$ cat src/rtl/gckv_pkg.sv
// Shared types and constants of the grid cell key vicinity unit.
// No dependencies; every other file of the block imports this package.
package gckv_pkg;

  // Field widths and grid geometry.
  localparam int unsigned KEY_BITS    = 15;
  localparam int unsigned MAX_SPAN    = 8;
  localparam int unsigned COORD_W     = 24;
  localparam int unsigned STEP_W      = 23;
  localparam int unsigned RAD_W       = 23;
  localparam int unsigned KEY_W       = 30;
  localparam int unsigned KIND_W      = 2;
  localparam int unsigned CFG_IDX_W   = 3;
  localparam int unsigned QUEUE_DEPTH = 2;

  // Derived widths: doubled coordinates, divider operands, multiplier.
  localparam int unsigned IDX_W  = KEY_BITS;
  localparam int unsigned SPAN_W = $clog2(MAX_SPAN + 1);
  localparam int unsigned C2_W   = COORD_W + 2;
  localparam int unsigned V_W    = C2_W + 1;
  localparam int unsigned N_W    = V_W;
  localparam int unsigned D_W    = STEP_W + 1;
  localparam int unsigned MUL_W  = RAD_W + 1;
  localparam int unsigned PROD_W = 2 * MUL_W;
  localparam int unsigned CEN_W  = PROD_W + 2;

  // Query kinds.
  localparam logic [KIND_W-1:0] KIND_KEY  = 2'd0;
  localparam logic [KIND_W-1:0] KIND_VIC  = 2'd1;
  localparam logic [KIND_W-1:0] KIND_CIRC = 2'd2;
  localparam logic [KIND_W-1:0] KIND_NONE = 2'd3;

  // Configuration register indexes.
  localparam logic [CFG_IDX_W-1:0] CFG_MIN_X  = 3'd0;
  localparam logic [CFG_IDX_W-1:0] CFG_MIN_Y  = 3'd1;
  localparam logic [CFG_IDX_W-1:0] CFG_MAX_X  = 3'd2;
  localparam logic [CFG_IDX_W-1:0] CFG_MAX_Y  = 3'd3;
  localparam logic [CFG_IDX_W-1:0] CFG_STEP_X = 3'd4;
  localparam logic [CFG_IDX_W-1:0] CFG_STEP_Y = 3'd5;

  typedef struct packed {
    logic [KIND_W-1:0]         kind;
    logic signed [COORD_W-1:0] point_x;
    logic signed [COORD_W-1:0] point_y;
    logic [KEY_W-1:0]          cell_key;
    logic [RAD_W-1:0]          radius;
  } item_t;

  typedef struct packed {
    logic signed [COORD_W-1:0] box_min_x;
    logic signed [COORD_W-1:0] box_min_y;
    logic signed [COORD_W-1:0] box_max_x;
    logic signed [COORD_W-1:0] box_max_y;
    logic [STEP_W-1:0]         step_x;
    logic [STEP_W-1:0]         step_y;
  } cfg_t;

  typedef struct packed {
    logic           start;
    logic [N_W-1:0] num;
    logic [D_W-1:0] den;
  } div_req_t;

  typedef struct packed {
    logic             done;
    logic [IDX_W-1:0] quo;
  } div_rsp_t;

  typedef struct packed {
    logic [IDX_W-1:0]  fst;
    logic [SPAN_W-1:0] cnt;
  } win_t;

endpackage

$ cat src/rtl/gckv_front.sv
// Front end: accepts query beats, drops unused kinds and queues the rest.
// Depends on gckv_pkg.
module gckv_front
  import gckv_pkg::*;
(
  input  logic  clk_i,
  input  logic  rst_ni,
  input  logic  in_valid_i,
  output logic  in_stall_o,
  input  item_t item_i,
  output logic  head_valid_o,
  output item_t head_o,
  input  logic  pop_i
);

  localparam int unsigned PTR_W = $clog2(QUEUE_DEPTH);
  localparam int unsigned CNT_W = $clog2(QUEUE_DEPTH + 1);

  item_t             mem_q [QUEUE_DEPTH];
  logic [PTR_W-1:0]  wr_ptr_q, wr_ptr_d, rd_ptr_q, rd_ptr_d;
  logic [CNT_W-1:0]  cnt_q, cnt_d;
  logic              push;

  // An item of the unused kind causes no result, so it is not queued.
  assign in_stall_o   = (cnt_q == CNT_W'(QUEUE_DEPTH));
  assign push         = in_valid_i && !in_stall_o && (item_i.kind != KIND_NONE);
  assign head_valid_o = (cnt_q != '0);
  assign head_o       = mem_q[rd_ptr_q];

  // Pointer and fill bookkeeping.
  always_comb begin
    wr_ptr_d = wr_ptr_q;
    rd_ptr_d = rd_ptr_q;
    cnt_d    = cnt_q;
    if (push) begin
      wr_ptr_d = (wr_ptr_q == PTR_W'(QUEUE_DEPTH - 1)) ? '0 : wr_ptr_q + 1'b1;
    end
    if (pop_i) begin
      rd_ptr_d = (rd_ptr_q == PTR_W'(QUEUE_DEPTH - 1)) ? '0 : rd_ptr_q + 1'b1;
    end
    if (push && !pop_i) begin
      cnt_d = cnt_q + 1'b1;
    end else if (pop_i && !push) begin
      cnt_d = cnt_q - 1'b1;
    end
  end

  always_ff @(posedge clk_i or negedge rst_ni) begin
    if (!rst_ni) begin
      wr_ptr_q <= '0;
      rd_ptr_q <= '0;
      cnt_q    <= '0;
    end else begin
      wr_ptr_q <= wr_ptr_d;
      rd_ptr_q <= rd_ptr_d;
      cnt_q    <= cnt_d;
    end
  end

  // Queue storage.
  always_ff @(posedge clk_i) begin
    if (push) begin
      mem_q[wr_ptr_q] <= item_i;
    end
  end

endmodule

$ cat src/rtl/gckv_div.sv
// Iterative divider giving a cell index, saturated at the largest index.
// One quotient bit per cycle. Depends on gckv_pkg.
module gckv_div
  import gckv_pkg::*;
(
  input  logic     clk_i,
  input  logic     rst_ni,
  input  div_req_t req_i,
  output div_rsp_t rsp_o
);

  localparam int unsigned DS_W  = D_W + KEY_BITS;
  localparam int unsigned CNT_W = $clog2(KEY_BITS + 1);

  logic             busy_q, done_q;
  logic [CNT_W-1:0] cnt_q;
  logic [N_W-1:0]   rem_q;
  logic [DS_W-1:0]  ds_q;
  logic [IDX_W-1:0] quo_q;
  logic             sat, ge;
  logic [DS_W-1:0]  rem_ext;

  // A quotient that does not fit the index width saturates at once.
  assign sat     = DS_W'(req_i.num) >= (DS_W'(req_i.den) << KEY_BITS);
  assign rem_ext = DS_W'(rem_q);
  assign ge      = rem_ext >= ds_q;

  assign rsp_o.done = done_q;
  assign rsp_o.quo  = quo_q;

  always_ff @(posedge clk_i or negedge rst_ni) begin
    if (!rst_ni) begin
      busy_q <= 1'b0;
      done_q <= 1'b0;
      cnt_q  <= '0;
    end else begin
      done_q <= 1'b0;
      if (req_i.start) begin
        busy_q <= !sat;
        done_q <= sat;
        cnt_q  <= CNT_W'(KEY_BITS);
      end else if (busy_q) begin
        cnt_q <= cnt_q - 1'b1;
        if (cnt_q == CNT_W'(1)) begin
          busy_q <= 1'b0;
          done_q <= 1'b1;
        end
      end
    end
  end

  // Restoring division, shifted divisor walking down one bit a cycle.
  always_ff @(posedge clk_i) begin
    if (req_i.start) begin
      rem_q <= req_i.num;
      ds_q  <= DS_W'(req_i.den) << (KEY_BITS - 1);
      quo_q <= sat ? '1 : '0;
    end else if (busy_q) begin
      if (ge) begin
        rem_q <= N_W'(rem_ext - ds_q);
      end
      ds_q  <= ds_q >> 1;
      quo_q <= {quo_q[IDX_W-2:0], ge};
    end
  end

endmodule

$ cat src/rtl/gckv_back.sv
// Back end: sequencer that indexes, windows and lists cell keys per query.
// Depends on gckv_pkg and drives the shared gckv_div divider.
module gckv_back
  import gckv_pkg::*;
(
  input  logic             clk_i,
  input  logic             rst_ni,
  input  cfg_t             cfg_i,
  input  logic             head_valid_i,
  input  item_t            head_i,
  output logic             pop_o,
  output div_req_t         div_req_o,
  input  div_rsp_t         div_rsp_i,
  output logic             out_valid_o,
  input  logic             out_stall_i,
  output logic [KEY_W-1:0] result_key_o,
  output logic             out_of_range_o,
  output logic             last_o
);

  localparam int unsigned ST_W = 5;
  localparam logic [ST_W-1:0] S_IDLE  = 5'd0;
  localparam logic [ST_W-1:0] S_RR    = 5'd1;
  localparam logic [ST_W-1:0] S_CHECK = 5'd2;
  localparam logic [ST_W-1:0] S_DIVGO = 5'd3;
  localparam logic [ST_W-1:0] S_DIVW  = 5'd4;
  localparam logic [ST_W-1:0] S_KCHK  = 5'd5;
  localparam logic [ST_W-1:0] S_CX1   = 5'd6;
  localparam logic [ST_W-1:0] S_CY1   = 5'd7;
  localparam logic [ST_W-1:0] S_WIN   = 5'd8;
  localparam logic [ST_W-1:0] S_FX0   = 5'd9;
  localparam logic [ST_W-1:0] S_FXS   = 5'd10;
  localparam logic [ST_W-1:0] S_FYS   = 5'd11;
  localparam logic [ST_W-1:0] S_C0    = 5'd12;
  localparam logic [ST_W-1:0] S_C1    = 5'd13;
  localparam logic [ST_W-1:0] S_C2    = 5'd14;
  localparam logic [ST_W-1:0] S_C3    = 5'd15;
  localparam logic [ST_W-1:0] S_PUT   = 5'd16;
  localparam logic [ST_W-1:0] S_NEXT  = 5'd17;
  localparam logic [ST_W-1:0] S_FIN   = 5'd18;
  localparam logic [ST_W-1:0] S_OOR   = 5'd19;
  localparam logic [ST_W-1:0] S_KEY   = 5'd20;

  // Division jobs.
  localparam logic [2:0] J_HX   = 3'd0;
  localparam logic [2:0] J_HY   = 3'd1;
  localparam logic [2:0] J_OWNX = 3'd2;
  localparam logic [2:0] J_HIX  = 3'd3;
  localparam logic [2:0] J_LOX  = 3'd4;
  localparam logic [2:0] J_OWNY = 3'd5;
  localparam logic [2:0] J_HIY  = 3'd6;
  localparam logic [2:0] J_LOY  = 3'd7;

  localparam logic [IDX_W-1:0] HALF = IDX_W'((MAX_SPAN - 1) / 2);

  // Clamps the lower window edge around the own cell and cuts the span.
  function automatic win_t axis_win(input logic [IDX_W-1:0] own,
                                    input logic [IDX_W-1:0] hi,
                                    input logic [IDX_W-1:0] lo);
    logic [IDX_W-1:0] l;
    logic [IDX_W-1:0] h;
    win_t             w;
    l = lo;
    if (own >= HALF && lo < own - HALF) begin
      l = own - HALF;
    end
    h = (hi < l) ? l : hi;
    w.fst = l;
    if (h - l >= IDX_W'(MAX_SPAN)) begin
      w.cnt = SPAN_W'(MAX_SPAN);
    end else begin
      w.cnt = SPAN_W'(h - l) + 1'b1;
    end
    return w;
  endfunction

  logic [ST_W-1:0] state_q, state_d;
  logic [2:0]      job_q, job_d;
  logic            pend_v_q, pend_load, pend_clr;
  logic            out_valid_q, out_we, out_free;
  logic [KEY_W-1:0] out_key_q, out_key_d, pend_key_q, cand_q, cell_key;
  logic            out_oor_q, out_oor_d, out_last_q, out_last_d;

  // Query operands.
  logic [KIND_W-1:0]       kind_q;
  logic signed [C2_W-1:0]  px2_q, py2_q;
  logic [MUL_W-1:0]        r2_q;
  logic [KEY_W-KEY_BITS-1:0] kx_q;
  logic [IDX_W-1:0]        ky_q;
  logic [IDX_W-1:0]        idx_hx_q, idx_hy_q;
  logic [IDX_W-1:0]        own_x_q, hi_x_q, lo_x_q, own_y_q, hi_y_q, lo_y_q;
  logic [IDX_W-1:0]        fx_q, fy_q, ki, kj;
  logic [SPAN_W-1:0]       nx_q, ny_q, ci_q, cj_q;
  logic [PROD_W-1:0]       prod_q, rr_q, sqx_q;
  logic [MUL_W-1:0]        mul_a, mul_b, dx_q, dy_q;
  logic                    near_q;
  logic signed [CEN_W-1:0] cx_q, cy_q, cy0_q;

  // Box geometry in doubled coordinates.
  logic signed [C2_W-1:0]  lx2, ly2, hx2, hy2;
  logic [STEP_W-1:0]       sx, sy;
  logic [D_W-1:0]          sx2, sy2;
  logic                    box_empty, pt_oor, key_oor;
  win_t                    win_x, win_y;

  // Division operand selection.
  logic                    axis_x;
  logic signed [C2_W-1:0]  ax_lo, ax_hi, ax_p;
  logic signed [V_W-1:0]   lo_v, hi_v, p_v, r_v, pp, pm, sel_v, diff_v;

  // Centre arithmetic.
  logic signed [CEN_W-1:0] lx_c, ly_c, hx_c, hy_c, px_c, py_c, r_c, prod_c;
  logic signed [CEN_W-1:0] cen_x, cen_y, cen_xc, cen_yc;
  logic signed [CEN_W-1:0] cxc, cyc, dxs, dys, dxa, dya;
  logic [PROD_W:0]         sq_sum;
  logic                    pass;

  assign lx2 = {cfg_i.box_min_x[COORD_W-1], cfg_i.box_min_x, 1'b0};
  assign ly2 = {cfg_i.box_min_y[COORD_W-1], cfg_i.box_min_y, 1'b0};
  assign hx2 = {cfg_i.box_max_x[COORD_W-1], cfg_i.box_max_x, 1'b0};
  assign hy2 = {cfg_i.box_max_y[COORD_W-1], cfg_i.box_max_y, 1'b0};
  assign sx  = (cfg_i.step_x == '0) ? STEP_W'(1) : cfg_i.step_x;
  assign sy  = (cfg_i.step_y == '0) ? STEP_W'(1) : cfg_i.step_y;
  assign sx2 = {sx, 1'b0};
  assign sy2 = {sy, 1'b0};

  assign box_empty = (lx2 > hx2) || (ly2 > hy2);
  assign pt_oor    = (px2_q < lx2) || (px2_q > hx2) || (py2_q < ly2) || (py2_q > hy2);
  assign key_oor   = (KEY_W'(kx_q) > KEY_W'(idx_hx_q)) || (ky_q > idx_hy_q);
  assign win_x     = axis_win(own_x_q, hi_x_q, lo_x_q);
  assign win_y     = axis_win(own_y_q, hi_y_q, lo_y_q);

  // Value to index for the current job, offset from the axis minimum.
  assign axis_x = (job_q == J_HX) || (job_q == J_OWNX) || (job_q == J_HIX) ||
                  (job_q == J_LOX);
  assign ax_lo  = axis_x ? lx2 : ly2;
  assign ax_hi  = axis_x ? hx2 : hy2;
  assign ax_p   = axis_x ? px2_q : py2_q;
  assign lo_v   = {ax_lo[C2_W-1], ax_lo};
  assign hi_v   = {ax_hi[C2_W-1], ax_hi};
  assign p_v    = {ax_p[C2_W-1], ax_p};
  assign r_v    = $signed({{(V_W - MUL_W){1'b0}}, r2_q});
  assign pp     = p_v + r_v;
  assign pm     = p_v - r_v;

  always_comb begin
    unique case (job_q)
      J_HX, J_HY:     sel_v = hi_v;
      J_OWNX, J_OWNY: sel_v = p_v;
      J_HIX, J_HIY:   sel_v = (pp > hi_v) ? hi_v : pp;
      default:        sel_v = (pm < lo_v) ? lo_v : pm;
    endcase
  end

  assign diff_v          = sel_v - lo_v;
  assign div_req_o.start = (state_q == S_DIVGO);
  assign div_req_o.num   = (sel_v > lo_v) ? N_W'(diff_v) : '0;
  assign div_req_o.den   = axis_x ? sx2 : sy2;

  // Centres: box minimum plus step times odd multiple, clamped to the maximum.
  assign lx_c   = {{(CEN_W - C2_W){lx2[C2_W-1]}}, lx2};
  assign ly_c   = {{(CEN_W - C2_W){ly2[C2_W-1]}}, ly2};
  assign hx_c   = {{(CEN_W - C2_W){hx2[C2_W-1]}}, hx2};
  assign hy_c   = {{(CEN_W - C2_W){hy2[C2_W-1]}}, hy2};
  assign px_c   = {{(CEN_W - C2_W){px2_q[C2_W-1]}}, px2_q};
  assign py_c   = {{(CEN_W - C2_W){py2_q[C2_W-1]}}, py2_q};
  assign r_c    = $signed({{(CEN_W - MUL_W){1'b0}}, r2_q});
  assign prod_c = $signed({{(CEN_W - PROD_W){1'b0}}, prod_q});
  assign cen_x  = lx_c + prod_c;
  assign cen_y  = ly_c + prod_c;
  assign cen_xc = (cen_x > hx_c) ? hx_c : cen_x;
  assign cen_yc = (cen_y > hy_c) ? hy_c : cen_y;

  // Distance of the current cell centre from the query centre.
  assign cxc = (cx_q > hx_c) ? hx_c : cx_q;
  assign cyc = (cy_q > hy_c) ? hy_c : cy_q;
  assign dxs = cxc - px_c;
  assign dys = cyc - py_c;
  assign dxa = (dxs < 0) ? -dxs : dxs;
  assign dya = (dys < 0) ? -dys : dys;

  assign sq_sum = {1'b0, sqx_q} + {1'b0, prod_q};
  assign pass   = near_q && (sq_sum <= {1'b0, rr_q});

  assign ki       = fx_q + IDX_W'(ci_q);
  assign kj       = fy_q + IDX_W'(cj_q);
  assign cell_key = KEY_W'({ki, kj});
  assign out_free = !out_valid_q || !out_stall_i;

  // Shared multiplier operands, one product per cycle.
  always_comb begin
    mul_a = '0;
    mul_b = '0;
    unique case (state_q)
      S_RR: begin
        mul_a = r2_q;
        mul_b = r2_q;
      end
      S_KCHK: begin
        mul_a = MUL_W'(sx);
        mul_b = MUL_W'({ky_q[0] & 1'b0, kx_q[IDX_W-1:0], 1'b1});
      end
      S_CX1: begin
        mul_a = MUL_W'(sy);
        mul_b = MUL_W'({ky_q, 1'b1});
      end
      S_FX0: begin
        mul_a = MUL_W'(sx);
        mul_b = MUL_W'({fx_q, 1'b1});
      end
      S_FXS: begin
        mul_a = MUL_W'(sy);
        mul_b = MUL_W'({fy_q, 1'b1});
      end
      S_C1: begin
        mul_a = dx_q;
        mul_b = dx_q;
      end
      S_C2: begin
        mul_a = dy_q;
        mul_b = dy_q;
      end
      default: begin
        mul_a = '0;
        mul_b = '0;
      end
    endcase
  end

  // Sequencer.
  always_comb begin
    state_d    = state_q;
    job_d      = job_q;
    pop_o      = 1'b0;
    out_we     = 1'b0;
    out_key_d  = '0;
    out_oor_d  = 1'b0;
    out_last_d = 1'b0;
    pend_load  = 1'b0;
    pend_clr   = 1'b0;
    unique case (state_q)
      S_IDLE: begin
        if (head_valid_i) begin
          pop_o   = 1'b1;
          state_d = S_RR;
        end
      end
      S_RR: state_d = S_CHECK;
      S_CHECK: begin
        if (kind_q == KIND_CIRC) begin
          if (box_empty) begin
            state_d = S_OOR;
          end else begin
            job_d   = J_HX;
            state_d = S_DIVGO;
          end
        end else if (pt_oor) begin
          state_d = S_OOR;
        end else begin
          job_d   = J_OWNX;
          state_d = S_DIVGO;
        end
      end
      S_DIVGO: state_d = S_DIVW;
      S_DIVW: begin
        if (div_rsp_i.done) begin
          state_d = S_DIVGO;
          unique case (job_q)
            J_HX:   job_d = J_HY;
            J_HY:   state_d = S_KCHK;
            J_OWNX: job_d = (kind_q == KIND_KEY) ? J_OWNY : J_HIX;
            J_HIX:  job_d = J_LOX;
            J_LOX:  job_d = J_OWNY;
            J_OWNY: begin
              if (kind_q == KIND_KEY) begin
                state_d = S_KEY;
              end else begin
                job_d = J_HIY;
              end
            end
            J_HIY:  job_d = J_LOY;
            default: state_d = S_WIN;
          endcase
        end
      end
      S_KCHK:  state_d = key_oor ? S_OOR : S_CX1;
      S_CX1:   state_d = S_CY1;
      S_CY1: begin
        job_d   = J_OWNX;
        state_d = S_DIVGO;
      end
      S_WIN:   state_d = S_FX0;
      S_FX0:   state_d = S_FXS;
      S_FXS:   state_d = S_FYS;
      S_FYS:   state_d = S_C0;
      S_C0:    state_d = (kind_q == KIND_VIC) ? S_PUT : S_C1;
      S_C1:    state_d = S_C2;
      S_C2:    state_d = S_C3;
      S_C3:    state_d = pass ? S_PUT : S_NEXT;
      S_PUT: begin
        // The held key goes out only once a later key shows it is not last.
        if (!pend_v_q) begin
          pend_load = 1'b1;
          state_d   = S_NEXT;
        end else if (out_free) begin
          out_we    = 1'b1;
          out_key_d = pend_key_q;
          pend_load = 1'b1;
          state_d   = S_NEXT;
        end
      end
      S_NEXT: begin
        if (((cj_q + 1'b1) < ny_q) || ((ci_q + 1'b1) < nx_q)) begin
          state_d = S_C0;
        end else begin
          state_d = S_FIN;
        end
      end
      S_FIN: begin
        if (!pend_v_q) begin
          state_d = S_IDLE;
        end else if (out_free) begin
          out_we     = 1'b1;
          out_key_d  = pend_key_q;
          out_last_d = 1'b1;
          pend_clr   = 1'b1;
          state_d    = S_IDLE;
        end
      end
      S_OOR: begin
        if (out_free) begin
          out_we     = 1'b1;
          out_oor_d  = 1'b1;
          out_last_d = 1'b1;
          state_d    = S_IDLE;
        end
      end
      S_KEY: begin
        if (out_free) begin
          out_we     = 1'b1;
          out_key_d  = KEY_W'({own_x_q, own_y_q});
          out_last_d = 1'b1;
          state_d    = S_IDLE;
        end
      end
      default: state_d = S_IDLE;
    endcase
  end

  // Control registers.
  always_ff @(posedge clk_i or negedge rst_ni) begin
    if (!rst_ni) begin
      state_q     <= S_IDLE;
      job_q       <= J_HX;
      pend_v_q    <= 1'b0;
      out_valid_q <= 1'b0;
    end else begin
      state_q <= state_d;
      job_q   <= job_d;
      if (pend_load) begin
        pend_v_q <= 1'b1;
      end else if (pend_clr) begin
        pend_v_q <= 1'b0;
      end
      if (out_we) begin
        out_valid_q <= 1'b1;
      end else if (!out_stall_i) begin
        out_valid_q <= 1'b0;
      end
    end
  end

  // Datapath registers.
  always_ff @(posedge clk_i) begin
    prod_q <= mul_a * mul_b;
    if (out_we) begin
      out_key_q  <= out_key_d;
      out_oor_q  <= out_oor_d;
      out_last_q <= out_last_d;
    end
    if (pend_load) begin
      pend_key_q <= cand_q;
    end
    unique case (state_q)
      S_IDLE: begin
        kind_q <= head_i.kind;
        px2_q  <= {head_i.point_x[COORD_W-1], head_i.point_x, 1'b0};
        py2_q  <= {head_i.point_y[COORD_W-1], head_i.point_y, 1'b0};
        r2_q   <= {head_i.radius, 1'b0};
        kx_q   <= head_i.cell_key[KEY_W-1:KEY_BITS];
        ky_q   <= head_i.cell_key[KEY_BITS-1:0];
      end
      S_CHECK: rr_q <= prod_q;
      S_DIVW: begin
        if (div_rsp_i.done) begin
          unique case (job_q)
            J_HX:    idx_hx_q <= div_rsp_i.quo;
            J_HY:    idx_hy_q <= div_rsp_i.quo;
            J_OWNX:  own_x_q  <= div_rsp_i.quo;
            J_HIX:   hi_x_q   <= div_rsp_i.quo;
            J_LOX:   lo_x_q   <= div_rsp_i.quo;
            J_OWNY:  own_y_q  <= div_rsp_i.quo;
            J_HIY:   hi_y_q   <= div_rsp_i.quo;
            default: lo_y_q   <= div_rsp_i.quo;
          endcase
        end
      end
      S_CX1: px2_q <= C2_W'(cen_xc);
      S_CY1: py2_q <= C2_W'(cen_yc);
      S_WIN: begin
        fx_q <= win_x.fst;
        nx_q <= win_x.cnt;
        fy_q <= win_y.fst;
        ny_q <= win_y.cnt;
      end
      S_FXS: cx_q <= cen_x;
      S_FYS: begin
        cy_q  <= cen_y;
        cy0_q <= cen_y;
        ci_q  <= '0;
        cj_q  <= '0;
      end
      S_C0: begin
        cand_q <= cell_key;
        dx_q   <= MUL_W'(dxa);
        dy_q   <= MUL_W'(dya);
        near_q <= (dxa <= r_c) && (dya <= r_c);
      end
      S_C2: sqx_q <= prod_q;
      S_NEXT: begin
        // Inner loop over y, outer loop over x.
        if ((cj_q + 1'b1) < ny_q) begin
          cj_q <= cj_q + 1'b1;
          cy_q <= cy_q + $signed({{(CEN_W - D_W){1'b0}}, sy2});
        end else begin
          ci_q <= ci_q + 1'b1;
          cj_q <= '0;
          cy_q <= cy0_q;
          cx_q <= cx_q + $signed({{(CEN_W - D_W){1'b0}}, sx2});
        end
      end
      default: begin
      end
    endcase
  end

  assign out_valid_o    = out_valid_q;
  assign result_key_o   = out_key_q;
  assign out_of_range_o = out_oor_q;
  assign last_o         = out_last_q;

endmodule

$ cat src/rtl/grid_cell_key_vicinity_unit.sv
// Uniform grid cell key unit over a configured 2-D box, Q16.8 coordinates.
// A query is accepted into a two-entry queue and worked on one at a time by a
// sequencer; its time is set by the shared iterative divider, which works out
// each cell index. A point key (kind 0) gives one key, a point vicinity
// (kind 1) lists the cells of its window and a key vicinity within a circle
// (kind 2) checks each candidate cell of its window, up to 64 cells. An
// out-of-box query gives one flagged result (kind 2 after two index divisions
// unless its box is empty).
// Depends on gckv_pkg, gckv_front, gckv_div and gckv_back.
module grid_cell_key_vicinity_unit
  import gckv_pkg::*;
(
  input  logic                      clk_i,
  input  logic                      rst_ni,
  input  logic                      in_valid_i,
  output logic                      in_stall_o,
  input  logic [KIND_W-1:0]         kind_i,
  input  logic signed [COORD_W-1:0] point_x_i,
  input  logic signed [COORD_W-1:0] point_y_i,
  input  logic [KEY_W-1:0]          cell_key_i,
  input  logic [RAD_W-1:0]          radius_i,
  output logic                      out_valid_o,
  input  logic                      out_stall_i,
  output logic [KEY_W-1:0]          result_key_o,
  output logic                      out_of_range_o,
  output logic                      last_o,
  input  logic                      cfg_valid_i,
  output logic                      cfg_ready_o,
  input  logic [CFG_IDX_W-1:0]      cfg_index_i,
  input  logic [COORD_W-1:0]        cfg_data_i
);

  cfg_t     cfg_q;
  item_t    item, head;
  logic     head_valid, pop;
  div_req_t div_req;
  div_rsp_t div_rsp;

  // Configuration registers; writes are always taken.
  assign cfg_ready_o = 1'b1;

  always_ff @(posedge clk_i or negedge rst_ni) begin
    if (!rst_ni) begin
      cfg_q.box_min_x <= '0;
      cfg_q.box_min_y <= '0;
      cfg_q.box_max_x <= 24'sh7FFFFF;
      cfg_q.box_max_y <= 24'sh7FFFFF;
      cfg_q.step_x    <= 23'd256;
      cfg_q.step_y    <= 23'd256;
    end else if (cfg_valid_i) begin
      unique case (cfg_index_i)
        CFG_MIN_X:  cfg_q.box_min_x <= cfg_data_i;
        CFG_MIN_Y:  cfg_q.box_min_y <= cfg_data_i;
        CFG_MAX_X:  cfg_q.box_max_x <= cfg_data_i;
        CFG_MAX_Y:  cfg_q.box_max_y <= cfg_data_i;
        CFG_STEP_X: cfg_q.step_x    <= cfg_data_i[STEP_W-1:0];
        CFG_STEP_Y: cfg_q.step_y    <= cfg_data_i[STEP_W-1:0];
        default: begin
        end
      endcase
    end
  end

  // Input beat packed for the queue.
  assign item.kind     = kind_i;
  assign item.point_x  = point_x_i;
  assign item.point_y  = point_y_i;
  assign item.cell_key = cell_key_i;
  assign item.radius   = radius_i;

  gckv_front u_front (
    .clk_i       (clk_i),
    .rst_ni      (rst_ni),
    .in_valid_i  (in_valid_i),
    .in_stall_o  (in_stall_o),
    .item_i      (item),
    .head_valid_o(head_valid),
    .head_o      (head),
    .pop_i       (pop)
  );

  gckv_div u_div (
    .clk_i (clk_i),
    .rst_ni(rst_ni),
    .req_i (div_req),
    .rsp_o (div_rsp)
  );

  gckv_back u_back (
    .clk_i         (clk_i),
    .rst_ni        (rst_ni),
    .cfg_i         (cfg_q),
    .head_valid_i  (head_valid),
    .head_i        (head),
    .pop_o         (pop),
    .div_req_o     (div_req),
    .div_rsp_i     (div_rsp),
    .out_valid_o   (out_valid_o),
    .out_stall_i   (out_stall_i),
    .result_key_o  (result_key_o),
    .out_of_range_o(out_of_range_o),
    .last_o        (last_o)
  );

endmodule

$ cat config.mk
export PLATFORM = sky130hd
export DESIGN_NAME = grid_cell_key_vicinity_unit
export DESIGN_NICKNAME = d
export VERILOG_FILES = /design/src/rtl/gckv_pkg.sv /design/src/rtl/gckv_front.sv /design/src/rtl/gckv_div.sv /design/src/rtl/gckv_back.sv /design/src/rtl/grid_cell_key_vicinity_unit.sv
export SDC_FILE = /design/constraint.sdc
export NUM_CORES = 2
export LEC_CHECK = 0
export BUFFER_PORTS_ARGS = -buffer_cell sky130_fd_sc_hd__buf_2
export CORE_UTILIZATION = 45
export DETAILED_ROUTE_END_ITERATION = 16
export SYNTH_ARGS = -nofsm -noshare
export SYNTH_HDL_FRONTEND = slang
export SYNTH_SLANG_ARGS = --single-unit
$ cat constraint.sdc
create_clock -name clk_i -period 15.6 [get_ports clk_i]
set_input_delay 2.34 -clock clk_i [delete_from_list [all_inputs] [get_ports clk_i]]
set_output_delay 2.34 -clock clk_i [all_outputs]
set_load 0.1 [all_outputs]
==> reports/results.tsv <==
metric	value	unit
mux share of post-synthesis cell area	2.685	%
Synth area leaders	edfxtp_1, ha_1, fa_1	
critical path class	flop to flop	
Crit path arrival time	14.75	ns
Post-synth top flop	edfxtp_1	
Buf/Inv on CP	5	
Tightest Hold Check Type	flop to flop	
Global Route Usage Sum	35.05	%
multi-input logic area	64320	um2
worst-path maximum fanout	20	
Clock transition at path regs	0.07	ns
largest stage delay on the critical path	0.77	ns
fin. max-slew vios	1	
Die Span X	480.5	um
gpl congestion	1.019	
drc violations	0	
num ports	170	
post-synthesis adder-cell area fraction	24.21	%
Final Hold Vio Count	0	
Combinational Power Share	41.4	%
Top delay family on crit path	compound AO/OA/AOI/OAI gates	
Post-synth ARST share	14.01	%
Slew @ Worst Pin	1.500	ns
postcts setup bufs	0	
status	finished, violations left	
compound-cell area share of the yosys netlist	16.80	%
antenna violations before repair	75	
hold slack	0.4125	ns
Worst R2R Path Depth	66	
Filler cells	21280	
skew final	0.06503	ns
min Tclk post-route	14.19	ns
die area	230900	um2
Max Root-Sink Buffers	3	
post-DR wirelength/cell	28.97	um
Area Growth Syn to Fin	9.584	%
Synth Register Bits	1156	
Setup-failing EPs final	0	
hold_buf cts	0	
htree depth	4	
Highest Clock Rate	0.07046	GHz
initial DRC count	9476	
clk_lat worst skew	0.84	ns
CP Depth	66	
post-route antenna net violation count	0	
Core ar.	227500	um2
# port buffers	168	
Synth warnings	0	
commonest non-fill, non-tap cells in the layout	ha_1, inv_1, nand2_1	
most common cell after layout, fill and taps aside	ha_1	
XOR/XNOR share of the synthesized area	4.721	%
post-CTS resize count	0	
HPWL Detailed	329.1	mm
Netlist Area Pre-Place	103000	um2
fraction of layout cells with a size suffix above 1	8.685	%
# rows	175	
area leader, netlist	edfxtp_1	
Lkg Pwr	49.88	nW
Period Utilization, post-route	90.98	%
Overflow after GRT	0	
cell with the largest stage delay on the worst path	o311ai_0	
Post-synth EDFFs	932	
storage element area	33350	um2
peak supply drop	0.1337	mV
Starting Density	45.30	%
number of global-route vias before repair	82210	
unique cell type count in the Yosys netlist	118	
failing checks	max-capacitance violations, max-slew violations	
Switching Share	40.51	%
Die H	480.5	um
Post-Syn Instances	10850	
internal cell power	0.007214	W
Clk pwr share	27.5	%
Nets	12820	
Critical Path RT	16.16	ns
Critical Path Source Type	flop	
RSZ-0062 raised after global routing	false	
critical path capture point type	flop	
post-synth top area share	27.16	%
Syn Nets	12680	
CTS buffer count	139	
DRT Wirelength	409.5	mm
largest family of logic cells by synthesized area	adder cells	
Min-Delay Path Depth	0	
Net Switching	0.004912	W
Synth Area per Inst	9.499	um2
first-pass GRT wire length	581.7	mm
Max transition margin	-0.5929	%
via/cell ratio	6.094	
Fin Setup TNS	0	ns
post-synthesis sequential area ratio	32.36	%
largest net degree at the start of global routing	96	
Simple-Gate Fraction of Synth Area	13.71	%
Power Total	0.01213	W
Detailed Routing Iterations Pass 1	8	
max cap viols	1	
Flop pwr share	31.1	%
CTS tree	yes	
PwrDens	107.4	nW/um2
DR vias	86120	
Clock Sinks	1156	
root buf cell	clkbuf_16	
## power by group through the flow
stage,Sequential [W],Combinational (W),Clock (W)
finish,0.00377,0.00502,0.00333
global route,0.00378,0.00536,0.00348
CTS,0.00376,0.00490,0.00338
detailed placement,0.00383,0.00487,0
global placement,0.00382,0.00481,0
floorplan,0.00376,0.00311,0
## path summary, 6_finish.rpt
check | to | from | slack, ns
max in group asynchronous | cfg_q[60] | rst_ni | 11.71
max | u_div.quo_q[2] | u_back.job_q[1] | 1.41
min | u_back.pend_key_q[5] | u_back.cand_q[5] | 0.41
max reg2reg | u_div.quo_q[2] | u_back.job_q[1] | 1.41
min in group asynchronous | u_front.cnt_q[1] | rst_ni | 1.38
min reg2reg | u_back.pend_key_q[5] | u_back.cand_q[5] | 0.41
## Yosys cell counts (all sizes together), types with 20 or more instances
library cell and n:
or2 34, a2111oi 24, a211oi 112, o21ai 625, o2111ai 20, nor2 702
nand3 194, xor2 205, nor2b 176, clkbuf 370, o211ai 59, a221oi 44
xnor2 347, dfstp 48, a21oi 769, a31oi 47, nor3b 28, nor3 148
mux2i 105, dfrtp 114, nand2 1077, edfxtp 932, and3 65, o31ai 60
o21bai 59, o21a 171, a21boi 29, mux2 152, a22oi 50, or3 57
and2 74, nand4 166, nor4 51, fa 497, dfxtp 62, nand2b 124
inv 1093, a21o 388, a22o 49, buf 41, ha 1199, a221o 25
## sequential cells by signal, indices dropped and copies added (netlist names), 38 cells and up
signal and flops:
u_back.cy0_q 50, u_front.mem_q 206, u_div.ds_q 38, u_back.rr_q 48, u_back.sqx_q 48, u_back.prod_q 48
u_back.cx_q 50, cfg_q 142, u_back.cy_q 50
## cell families after synthesis
logic type / count (synthesis)
buf+inv: 1508
xor+xnor: 553
fa+ha+maj: 1696
simple gates: 2981
mux: 257
flops: 1156
other cells: 1
compound gates: 2696
## per-layer routing
| layer | GRT usage, % | up-vias | wire (um) |
|---|---|---|---|
| met2 | 52.40 | 3845 | 174800 |
| li1 | - | 38820 | - |
| met5 | 0 | - | 172 |
| met1 | 47.71 | 42630 | 173600 |
| met3 | 5.930 | 801 | 33300 |
| met4 | 20.41 | 22 | 27530 |
## through the flow
step,std cells,util [%],worst slack (ns),instance area [um2]
6_report,14130,49.64,1.408,112900
4_1_cts,14110,49.61,1.584,112900
5_1_grt,14120,49.62,0.5126,112900
3_5_place_dp,13860,47.57,1.697,108200
2_1_floorplan,10850,-,2.104,103000
3_3_place_gp,13860,47.57,1.477,108200
## layout make-up
type	instances	share of cell area, %
sequential	1156	29.53
timing repair buffer	409	2.374
antenna	24	0.05318
tap	3009	3.334
clock inverter	73	0.7346
multi-input combinational	8184	56.96
inverter	1097	3.646
clock buffer	180	3.371
(Power assumes the default switching activity.)
